### config.mk
export PLATFORM = sky130hd
export DESIGN_NAME = pctd_cell
export DESIGN_NICKNAME = d
export VERILOG_FILES = /design/src/rtl/core/pctd_pkg.sv /design/src/rtl/core/pctd_cell.sv
export SDC_FILE = /design/constraint.sdc
export NUM_CORES = 1
export LEC_CHECK = 0
export ABC_AREA = 1
export BUFFER_PORTS_ARGS = -buffer_cell sky130_fd_sc_hd__buf_2
export CORE_MARGIN = 1
export CORE_UTILIZATION = 53
export CTS_BUF_LIST = sky130_fd_sc_hd__clkbuf_4 sky130_fd_sc_hd__clkbuf_8 sky130_fd_sc_hd__clkbuf_16
export CTS_CLUSTER_DIAMETER = 100
export DETAILED_ROUTE_END_ITERATION = 7
export PLACE_DENSITY = 0.93
export SYNTH_ARGS = -nofsm -noshare
export SYNTH_HDL_FRONTEND = slang
export SYNTH_SLANG_ARGS = --single-unit
### constraint.sdc
create_clock -name clk -period 4 [get_ports clk]
set_input_delay 0.2 -clock clk [delete_from_list [all_inputs] [get_ports clk]]
set_output_delay 0.2 -clock clk [all_outputs]
set_load 0.1 [all_outputs]
### src/rtl/core/pctd_pkg.sv
// Package for the prefix-code table decoder: field widths, op codes and
// the structs passed between the controller and the cell row. No dependencies.
`timescale 1ns / 1ps

package pctd_pkg;

  localparam int SYM_W  = 8;
  localparam int LEN_W  = 6;
  localparam int CODE_W = 32;
  localparam int IDX_W  = 8;

  localparam logic OP_LOAD = 1'b0;
  localparam logic OP_BIT  = 1'b1;

  // Broadcast table write to every cell.
  typedef struct packed {
    logic              we;
    logic [IDX_W-1:0]  index;
    logic [LEN_W-1:0]  length;
    logic [CODE_W-1:0] code;
    logic [SYM_W-1:0]  symbol;
  } pctd_load_t;

  // Probe token walking down the cell row.
  typedef struct packed {
    logic             active;
    logic             found;
    logic [SYM_W-1:0] symbol;
  } pctd_token_t;

endpackage

### src/rtl/core/pctd_cell.sv
// One table slot of the decoder row: holds an entry and checks it against
// the partial code as the probe token passes. Depends on pctd_pkg.
`timescale 1ns / 1ps

module pctd_cell #(
  parameter int CELL_INDEX = 0,
  parameter int CMP_W      = 32,
  parameter int PLEN_W     = 6
) (
  input  logic                  clk,
  input  logic                  rst_n,
  input  pctd_pkg::pctd_load_t  ld,
  input  logic [CMP_W-1:0]      pcode,
  input  logic [PLEN_W-1:0]     plen,
  input  pctd_pkg::pctd_token_t tok_in,
  output pctd_pkg::pctd_token_t tok_out
);

  localparam int LCMP_W = (PLEN_W > pctd_pkg::LEN_W) ? PLEN_W : pctd_pkg::LEN_W;

  logic                          valid_r;
  logic [pctd_pkg::LEN_W-1:0]    len_r;
  logic [pctd_pkg::CODE_W-1:0]   code_r;
  logic [pctd_pkg::SYM_W-1:0]    sym_r;
  logic [pctd_pkg::CODE_W-1:0]   code_mask;
  logic                          write_en;
  logic                          hit;
  pctd_pkg::pctd_token_t         tok_r;
  pctd_pkg::pctd_token_t         tok_nxt;

  assign write_en = ld.we && (int'(ld.index) == CELL_INDEX);

  // Keep only the low code_length bits of the loaded code.
  always_comb begin
    for (int k = 0; k < pctd_pkg::CODE_W; k++) begin
      code_mask[k] = (k < int'(ld.length));
    end
  end

  always_ff @(posedge clk) begin
    if (!rst_n) begin
      valid_r <= 1'b0;
    end else if (write_en) begin
      valid_r <= (ld.length != '0);
    end
  end

  always_ff @(posedge clk) begin
    if (write_en) begin
      len_r  <= ld.length;
      code_r <= ld.code & code_mask;
      sym_r  <= ld.symbol;
    end
  end

  assign hit = tok_in.active && valid_r &&
               (LCMP_W'(len_r) == LCMP_W'(plen)) &&
               (CMP_W'(code_r) == pcode);

  // First hit along the row keeps its symbol: lowest slot wins.
  always_comb begin
    tok_nxt.active = tok_in.active;
    tok_nxt.found  = tok_in.found | hit;
    tok_nxt.symbol = tok_in.found ? tok_in.symbol : sym_r;
  end

  always_ff @(posedge clk) begin
    if (!rst_n) begin
      tok_r <= '0;
    end else begin
      tok_r <= tok_nxt;
    end
  end

  assign tok_out = tok_r;

endmodule

==> impl_metrics.py, run 1 <==
metrics = {
    "clock_tree": {
        "post_cts_buffers": 0,
        "path_clk_slew_ns": 0.06,
        "cts_resized": 0,
        "cts_buffers": 9,
        "clkSinkCount": 57,
        "cts_buffer_depth": 2,
        "clk_latency_ns": 0.33,
        "tritoncts": "built",
        "htree_levels": 3,
        "hold_buffers": 0,
        "cts_root_buffer": "clkbuf_8",
    },
    "global_routing": {
        "grt_pass1_wl_um": 11200,
        "grt_max_degree": 49,
        "grt_antenna_before_repair": 0,
        "first_global_vias": 2762,
        "track_usage": 0.248,
        "overflow": 0,
    },
    "floorplanning": {
        "die_y_um": 76.7,
        "std_cell_rows": 26,
        "core_area_um2": 5240,
        "chipWidth_um": 76.7,
        "die_area_um2": 5880,
        "ios": 115,
        "start_util": 0.565,
    },
    "critical_path": {
        "crit_slowest_cell": "and3_2",
        "rr_worst_depth": 9,
        "crit_start": "ld[51]",
        "crit_type": "in -> reg",
        "end_kind": "register",
        "crit_path_cell_trace": "buf_2, or2_0, nor2_1, and3_2",
        "crit_buf_inv": 1,
        "cp_slowest_stage_delay_ns": 0.91,
        "critical_path_depth": 4,
        "crit_family": "simple AND/OR/NAND/NOR gates",
        "reg2reg_from": "code_r[18]$_DFFE_PP_",
        "cp_max_fo": 48,
        "worstPathRequired_ns": 3.94,
        "crit_path_start_kind": "input port",
        "arrival_ns": 1.50,
    },
    "layout": {
        "nFillCells": 408,
        "area_growth_pct": 28.6,
        "fin_util": 0.726,
        "diodes": 0,
        "nNetsFinal": 602,
        "multiInputGateArea_um2": 1050,
        "drive_gt1_frac": 0.277,
        "register_area_um2": 1600,
    },
    "power": {
        "seq_power_share": 0.469,
        "switching_power_mw": 0.337,
        "peakVddDrop_v": 0.000272,
        "totalPowerFinal_mw": 1.39,
        "p_int_mw": 1.05,
        "p_leak_nw": 2.00,
        "sw_frac_of_total": 0.243,
        "pwr-share-clk": 0.398,
        "combPwrFrac": 0.133,
        "powerDensity_nw_per_um2": 364,
    },
    "yosys": {
        "avgSynthCellArea_um2": 7.87,
        "async_flop_share": 0,
        "synth.cell_area_um2": 2960,
        "synth_edf_count": 46,
        "synth_top_area_share": 0.467,
        "synth.area.top_cells": "edfxtp_1, nand2_1, nor2_1, inv_1, dfxtp_1",
        "synth_cell_types": 25,
        "synth_warnings": 0,
        "yosysTopAreaCell": "edfxtp_1",
        "netlist_top_cells_count": "nand2_1, nor2_1, inv_1",
        "ys_seq_area_frac": 0.541,
        "ys.flop_type": "edfxtp_1",
        "synth_seq_cells": 57,
        "syn_nets": 481,
        "netlist_instances": 376,
        "yosysMostFrequentCell": "nand2_1",
    },
    "placed_design": {
        "post-place-ws_ns": 2.09,
        "place.gp.congestion": 0.814,
        "place_hpwl_um": 5190,
        "portBuffers": 114,
    },
    "outcome": {
        "status": "completed",
    },
    "timing": {
        "skew_ns": 0.0106,
        "fin_crit_sh": 0.390,
        "slew_viol_final": 0,
        "fmax_ghz": 0.641,
        "max-slew-margin-rel": 0.282,
        "finalHoldViolCount": 0,
        "fin_crit_ns": 1.56,
        "setup_slack_ns": 2.44,
        "tns_ns": 0,
        "worst_pin_slew_ns": 1.08,
        "finalSetupViolCount": 0,
        "rsz0062_at_grt": "no",
    },
    "route": {
        "drcViolationCount": 0,
        "wl_um": 6770,
        "vias": 2718,
        "antenna_left": 0,
        "first_pass_iters": 5,
        "drt_first_iter_violations": 169,
        "viasPerCell": 4.75,
        "wire_per_inst_um": 11.8,
    },
    "hold_path": {
        "min_from": "ld[1]",
        "worst_hold_path_type": "in -> reg",
        "min_path_cells": 1,
    },
    "run": {
        "drv_cap": 0,
    },
}
## final timing paths
check	to	slack, ns
hold / removal	sym_r[1]$_DFFE_PP_	0.04
setup / recovery	sym_r[5]$_DFFE_PP_	2.44
setup reg to reg	tok_out[8]$_SDFF_PN0_	2.70
hold reg to reg	tok_out[1]$_SDFF_PN0_	0.48
## cell type report
type                    count  area share
clock inverters             3      0.0105
clock buffers              13      0.0437
flip-flops and latches     57       0.421
inverters                  78      0.0769
multi-input cells         237       0.275
well taps                  70      0.0230
repair buffers            114       0.150
## worst register-to-register path, cell delays in order, from the launching register on
cell      delay [ns]
edfxtp_1        0.38
nor2_1          0.11
nor2_1          0.06
nor2_1          0.11
nand2_1         0.09
nor2_1          0.15
nand3_1         0.11
nor2_1          0.12
nor2_1          0.05
nor2_1          0.07
## logic make-up after synthesis
| logic type | after synthesis | share of synthesized area |
|---|---|---|
| AND/OR/NAND/NOR | 194 | 0.266 |
| buffers and inverters | 82 | 0.105 |
| AO/OA/AOI/OAI | 38 | 0.0719 |
| flip-flops | 57 | 0.541 |
| XOR/XNOR | 5 | 0.0148 |
## power by group through the flow
stage	combinational (mW)	sequential [mW]	clock, mW
5_1_grt	0.204	0.651	0.581
3_3_place_gp	0.178	0.662	0
6_report	0.185	0.650	0.552
2_1_floorplan	0.0644	0.706	0
3_5_place_dp	0.185	0.663	0
4_1_cts	0.186	0.650	0.556
## sequential cells by signal, summed over array words and instances, names as in the netlist
signal   count
sym_r        8
tok_out     10
valid_r      1
code_r      32
len_r        6
## through the flow
stage	area, µm²	cells	hold slack [ns]
after floorplan	2960	376	0.293
after global placement	3600	556	0.377
after detailed placement	3600	556	0.379
after CTS	3800	572	0.0308
after global routing	3800	572	0.0259
final	3800	572	0.0403
## placed cells by master, fill, tap and decap left out, drive strengths merged
| master | n |
|---|---|
| a211oi | 1 |
| a21boi | 3 |
| a21oi | 4 |
| and3 | 1 |
| buf | 114 |
| bufinv | 1 |
| clkbuf | 13 |
| clkinv | 3 |
| dfxtp | 11 |
| edfxtp | 46 |
| inv | 77 |
| nand2 | 95 |
| nand3 | 4 |
| nor2 | 85 |
| nor3b | 8 |
| o211ai | 3 |
| o21ai | 27 |
| or2 | 1 |
| xnor2 | 2 |
| xor2 | 3 |
## per-layer routing
metal	vias to the layer above	wire length [µm]	part of all wire	track usage
li1	1396	-	-	-
met3	15	416	0.061	0.0571
met5	-	0	0	0
met4	0	129	0.019	0.100
met1	1210	2670	0.39	0.269
met2	97	3560	0.53	0.463
(Power assumes the default switching activity.)
==> run 2, diff against run 1 <==
- ABC_AREA: 1 -> 0
- CORE_UTILIZATION: 53 -> 47
- PLACE_DENSITY: 0.93 -> 0.86
- clock period: 4 -> 1.6 ns (I/O delays scaled with it)
==> run 2 against run 1 <==
Compared with the run above: synthesized area decreased by 9.7%; sequential power increased by 150%; global-route usage decreased by 2.6 points; critical path depth unchanged; critical endpoint is now tok_out[8]$_SDFF_PN0_; routed wire length is 7.8% lower; non-clock buffer count grew 18; sequential share of layout area up 1.5 points; highest routed layer unchanged; largest power group unchanged; clock power is 150% higher; first-iteration DRC count is 49% lower; sequential cell count stayed put.
==> impl_metrics.py, run 2 <==
metrics = {
    "yosys": {
        "yosysTopAreaCell": "edfxtp_1",
        "synth_simple_gate_area_share": 0.137,
        "syn_nets": 317,
        "ys.flop_type": "edfxtp_1",
        "synthAdderAreaFrac": 0,
        "async_flop_share": 0,
        "synth_warnings": 0,
        "synth.area.top_cells": "edfxtp_1, xnor2_1, dfxtp_1, nor2b_1, o21a_1",
        "synth_seq_cells": 57,
        "synthMuxAreaShare": 0.0300,
        "netlist_instances": 212,
        "synth_top_family_by_area": "simple AND/OR/NAND/NOR gates",
        "synth.cell_area_um2": 2670,
        "synth_xor_area_frac": 0.125,
        "ys_seq_area_frac": 0.600,
        "yosysMostFrequentCell": "edfxtp_1",
        "synth_top_area_share": 0.517,
        "synth_edf_count": 46,
        "synth_compound_area_frac": 0.0913,
        "avgSynthCellArea_um2": 12.6,
        "netlist_top_cells_count": "edfxtp_1, xnor2_1, nor2b_1",
        "synth_cell_types": 30,
    },
    "route": {
        "viasPerCell": 5.03,
        "drcViolationCount": 0,
        "wire_per_inst_um": 14.7,
        "first_pass_iters": 4,
        "wl_um": 6250,
        "drt_first_iter_violations": 87,
        "vias": 2133,
        "antenna_left": 0,
    },
    "global_routing": {
        "overflow": 0,
        "first_global_vias": 2156,
        "track_usage": 0.222,
        "grt_max_degree": 21,
        "grt_antenna_before_repair": 0,
        "grt_pass1_wl_um": 9670,
    },
    "critical_path": {
        "end_kind": "register",
        "arrival_ns": 1.60,
        "worstPathRequired_ns": 1.88,
        "cp_max_fo": 1,
        "crit_path_start_kind": "register",
        "crit_type": "reg -> reg",
    },
    "timing": {
        "whs_ns": 0.0166,
        "fmax_ghz": 0.757,
        "fin_crit_sh": 0.825,
        "slew_viol_final": 0,
        "fin_crit_ns": 1.32,
        "max-slew-margin-rel": 0.673,
        "rsz0062_at_grt": "no",
        "finalHoldViolCount": 0,
        "skew_ns": 0.00360,
        "tns_ns": 0,
        "finalSetupViolCount": 0,
        "worst_pin_slew_ns": 0.494,
        "setup_slack_ns": 0.280,
    },
    "layout": {
        "nNetsFinal": 452,
        "multiInputGateArea_um2": 1020,
        "max_flop_register": "code_r",
        "final_cell_count_no_fill": 424,
        "largest_register_ff_count": 32,
        "nFillCells": 404,
        "register_area_um2": 1600,
        "mostFrequentLayoutCell": "buf_2",
        "layout_common_cells": "buf_2, edfxtp_1, xnor2_1",
        "drive_gt1_frac": 0.398,
        "diodes": 0,
        "area_growth_pct": 37.4,
    },
    "floorplanning": {
        "die_y_um": 77.4,
        "chipWidth_um": 77.4,
        "core_area_um2": 5510,
        "die_area_um2": 5990,
        "start_util": 0.485,
        "ios": 115,
        "std_cell_rows": 27,
    },
    "clock_tree": {
        "cts_resized": 0,
        "hold_buffers": 12,
        "clk_latency_ns": 0.34,
        "cts_root_buffer": "clkbuf_8",
        "cts_buffers": 9,
        "clkSinkCount": 57,
        "htree_levels": 3,
        "tritoncts": "built",
        "post_cts_buffers": 0,
        "cts_buffer_depth": 2,
        "path_clk_slew_ns": 0.07,
    },
    "placed_design": {
        "portBuffers": 114,
        "place.gp.congestion": 0.797,
        "post-place-ws_ns": 0.216,
        "place_hpwl_um": 4620,
        "dpl.cell_count": 396,
    },
    "hold_path": {
        "worst_hold_path_type": "in -> reg",
    },
    "outcome": {
        "status": "completed",
    },
    "power": {
        "p_leak_nw": 1.48,
        "totalPowerFinal_mw": 3.46,
        "powerDensity_nw_per_um2": 942,
        "peakVddDrop_v": 0.000559,
    },
    "run": {
        "drv_cap": 0,
    },
}
==> run 2: logic make-up (layout without fill, tap and decap cells) <==
family / after synthesis / after routing
xor+xnor: 38 / 38
mux: 8 / 8
buf+inv: 10 / 150
simple gates: 64 / 64
compound gates: 35 / 35
flops: 57 / 57
==> run 2: critical path, stage by stage, from the launching register on <==
cell and delay (ns):
edfxtp_1 0.41, xnor2_1 0.18, nand4_1 0.11, nor4_1 0.36, a32o_1 0.21
==> run 2: metrics by stage <==
step | utilization | cell area [µm²]
floorplan | - | 2670
global placement | 0.609 | 3350
detailed placement | 0.609 | 3350
CTS | 0.667 | 3670
global route | 0.667 | 3670
finish | 0.667 | 3670
==> run 2: power by group <==
| group | internal (mW) | switching, mW | leakage, nW |
|---|---|---|---|
| sequential | 1.62 | 0.00341 | 0.485 |
| combinational | 0.212 | 0.267 | 0.888 |
| clock | 0.734 | 0.624 | 0.105 |
| total | 2.56 | 0.894 | 1.48 |
==> run 2: layout make-up <==
cell class,instances,share of cell area
clock buffer,9,0.0337
clock inverter,7,0.0204
inverter,2,0.00204
multi-input combinational,145,0.279
sequential,57,0.436
tap,72,0.0245
timing repair buffer,132,0.204
==> run 2: layer usage <==
metal	up-vias	GRT usage	routed length, µm
met5	-	0	0
met4	0	0.104	87
met3	8	0.0624	471
met2	112	0.389	3120
met1	974	0.248	2570
li1	1039	-	-
==> run 2: path summary, 6_finish.rpt <==
path,startpoint,end,slack [ns],depth (start not counted)
hold / removal,tok_in[7],tok_out[7]$_SDFF_PN0_,0.02,3
setup / recovery,code_r[23]$_DFFE_PP_,tok_out[8]$_SDFF_PN0_,0.28,4
hold reg to reg,sym_r[6]$_DFFE_PP_,tok_out[6]$_SDFF_PN0_,0.50,2
setup reg to reg,code_r[23]$_DFFE_PP_,tok_out[8]$_SDFF_PN0_,0.28,4
==> run 3, diff against run 2 <==
- clock period: 1.6 -> 1.25 ns (I/O delays scaled with it)
==> run 3 against run 2 <==
Compared with the run above: global-route usage rose by 1.4 points; non-clock buffer count rose by 15; highest routed layer unchanged; final cell count rose by 3.5%; clock skew barely moved; combinational power rose by 38%; largest power group unchanged; the run now ends with negative setup slack left; core utilization rose by 4.3 points.
==> impl_metrics.py, run 3 (synthesis results as in run 2) <==
metrics = {
    "outcome": {
        "status": "finished, violations left",
        "violations": "negative setup slack",
    },
    "power": {
        "powerDensity_nw_per_um2": 1160,
        "peakVddDrop_v": 0.000740,
        "p_leak_nw": 1.58,
    },
    "critical_path": {
        "worstPathRequired_ns": 1.53,
        "crit_buf_inv": 0,
        "arrival_ns": 1.59,
        "crit_type": "reg -> reg",
        "crit_slowest_cell": "edfxtp_1",
        "cp_slowest_stage_delay_ns": 0.40,
        "cp_max_fo": 1,
        "crit_path_cell_trace": "xnor2_1, nand4_1, nor4_4, a32o_1",
        "crit_path_start_kind": "register",
        "crit_family": "simple AND/OR/NAND/NOR gates",
        "end_kind": "register",
    },
    "floorplanning": {
        "core_area_um2": 5510,
        "die_y_um": 77.4,
        "std_cell_rows": 27,
        "die_area_um2": 5990,
        "start_util": 0.485,
        "chipWidth_um": 77.4,
        "ios": 115,
    },
    "timing": {
        "setup_slack_ns": -0.0625,
        "fin_crit_ns": 1.31,
        "worst_pin_slew_ns": 0.501,
        "skew_ns": 0.00410,
        "fin_crit_sh": 1.05,
        "fmax_ghz": 0.762,
        "max-slew-margin-rel": 0.669,
        "rsz0062_at_grt": "yes",
        "finalSetupViolCount": 1,
        "finalHoldViolCount": 0,
        "slew_viol_final": 0,
    },
    "layout": {
        "area_growth_pct": 46.3,
        "nNetsFinal": 467,
        "largest_register_ff_count": 32,
        "diodes": 0,
        "max_flop_register": "code_r",
        "mostFrequentLayoutCell": "buf_2",
        "layout_common_cells": "buf_2, edfxtp_1, xnor2_1",
        "drive_gt1_frac": 0.403,
        "fin_util": 0.710,
    },
    "hold_path": {
        "worst_hold_path_type": "in -> reg",
    },
    "route": {
        "first_pass_iters": 4,
        "drt_first_iter_violations": 127,
        "wl_um": 6480,
        "wire_per_inst_um": 14.8,
        "antenna_left": 0,
        "drcViolationCount": 0,
        "vias": 2185,
        "viasPerCell": 4.98,
    },
    "global_routing": {
        "track_usage": 0.236,
        "first_global_vias": 2198,
        "grt_pass1_wl_um": 10200,
        "grt_antenna_before_repair": 0,
        "overflow": 0,
        "grt_max_degree": 20,
    },
    "placed_design": {
        "post-place-ws_ns": -0.142,
        "portBuffers": 114,
        "place_hpwl_um": 4690,
        "place.gp.congestion": 0.795,
    },
    "clock_tree": {
        "clk_latency_ns": 0.33,
        "cts_buffer_depth": 2,
        "htree_levels": 3,
        "cts_root_buffer": "clkbuf_8",
        "tritoncts": "built",
        "post_cts_buffers": 0,
        "cts_buffers": 9,
        "path_clk_slew_ns": 0.06,
        "clkSinkCount": 57,
    },
    "run": {
        "drv_cap": 0,
    },
}
==> run 3: final cells by class <==
cell class / instances / area [µm²]
inverter: 2 / 7.51
fill: 374 / 1600
clock inverter: 3 / 16.3
sequential: 57 / 1600
tap: 72 / 90.1
multi-input combinational: 145 / 1070
timing repair buffer: 147 / 917
clock buffer: 13 / 201
==> run 3: stage by stage <==
| step | instance area [µm²] | TNS, ns | std cells | hold WS, ns | power, mW |
|---|---|---|---|---|---|
| after floorplan | 2700 | -2.26 | 212 | 0.161 | 2.45 |
| after global placement | 3430 | -0.0603 | 400 | 0.240 | 2.70 |
| after detailed placement | 3430 | -0.142 | 400 | 0.241 | 2.71 |
| after CTS | 3860 | -0.0540 | 437 | 0.00188 | 4.53 |
| after global routing | 3910 | -0.110 | 439 | 0.00151 | 4.69 |
| final | 3910 | -0.0625 | 439 | 0.0172 | 4.52 |
==> run 3: path summary, 6_finish.rpt <==
kind                            from               endpoint  slack (ns)  cells after the start
setup reg to reg  len_r[3]$_DFFE_PP_  tok_out[8]$_SDFF_PN0_       -0.06                      4
setup / recovery  len_r[3]$_DFFE_PP_  tok_out[8]$_SDFF_PN0_       -0.06                      4
hold reg to reg   sym_r[3]$_DFFE_PP_  tok_out[3]$_SDFF_PN0_        0.51                      2
hold / removal                ld[36]   code_r[28]$_DFFE_PP_        0.02                      2
==> run 3: repair_timing <==
item	in CTS	in global routing
setup endpoints to repair	1	2
pin swaps	2	2
resized for setup	1	4
hold endpoints to repair	21	2
hold buffers	21	2
==> run 3: where the power goes <==
part	switching, mW	internal (mW)
sequential	0.00540	2.07
combinational	0.358	0.305
clock	0.716	1.06
total	1.08	3.44
==> run 3: per-layer routing <==
layer  part of all wire  vias up  track usage
met5                  0        -            0
met4              0.021        0        0.102
met3              0.066       12       0.0753
met2               0.52      104        0.409
met1               0.39     1003        0.266
li1                   -     1066            -
==> run 3: worst reg2reg max path, cell delays in order, from the launching register on <==
cell	delay, ns
edfxtp_1	0.40
xnor2_1	0.18
nand4_1	0.17
nor4_4	0.32
a32o_1	0.20
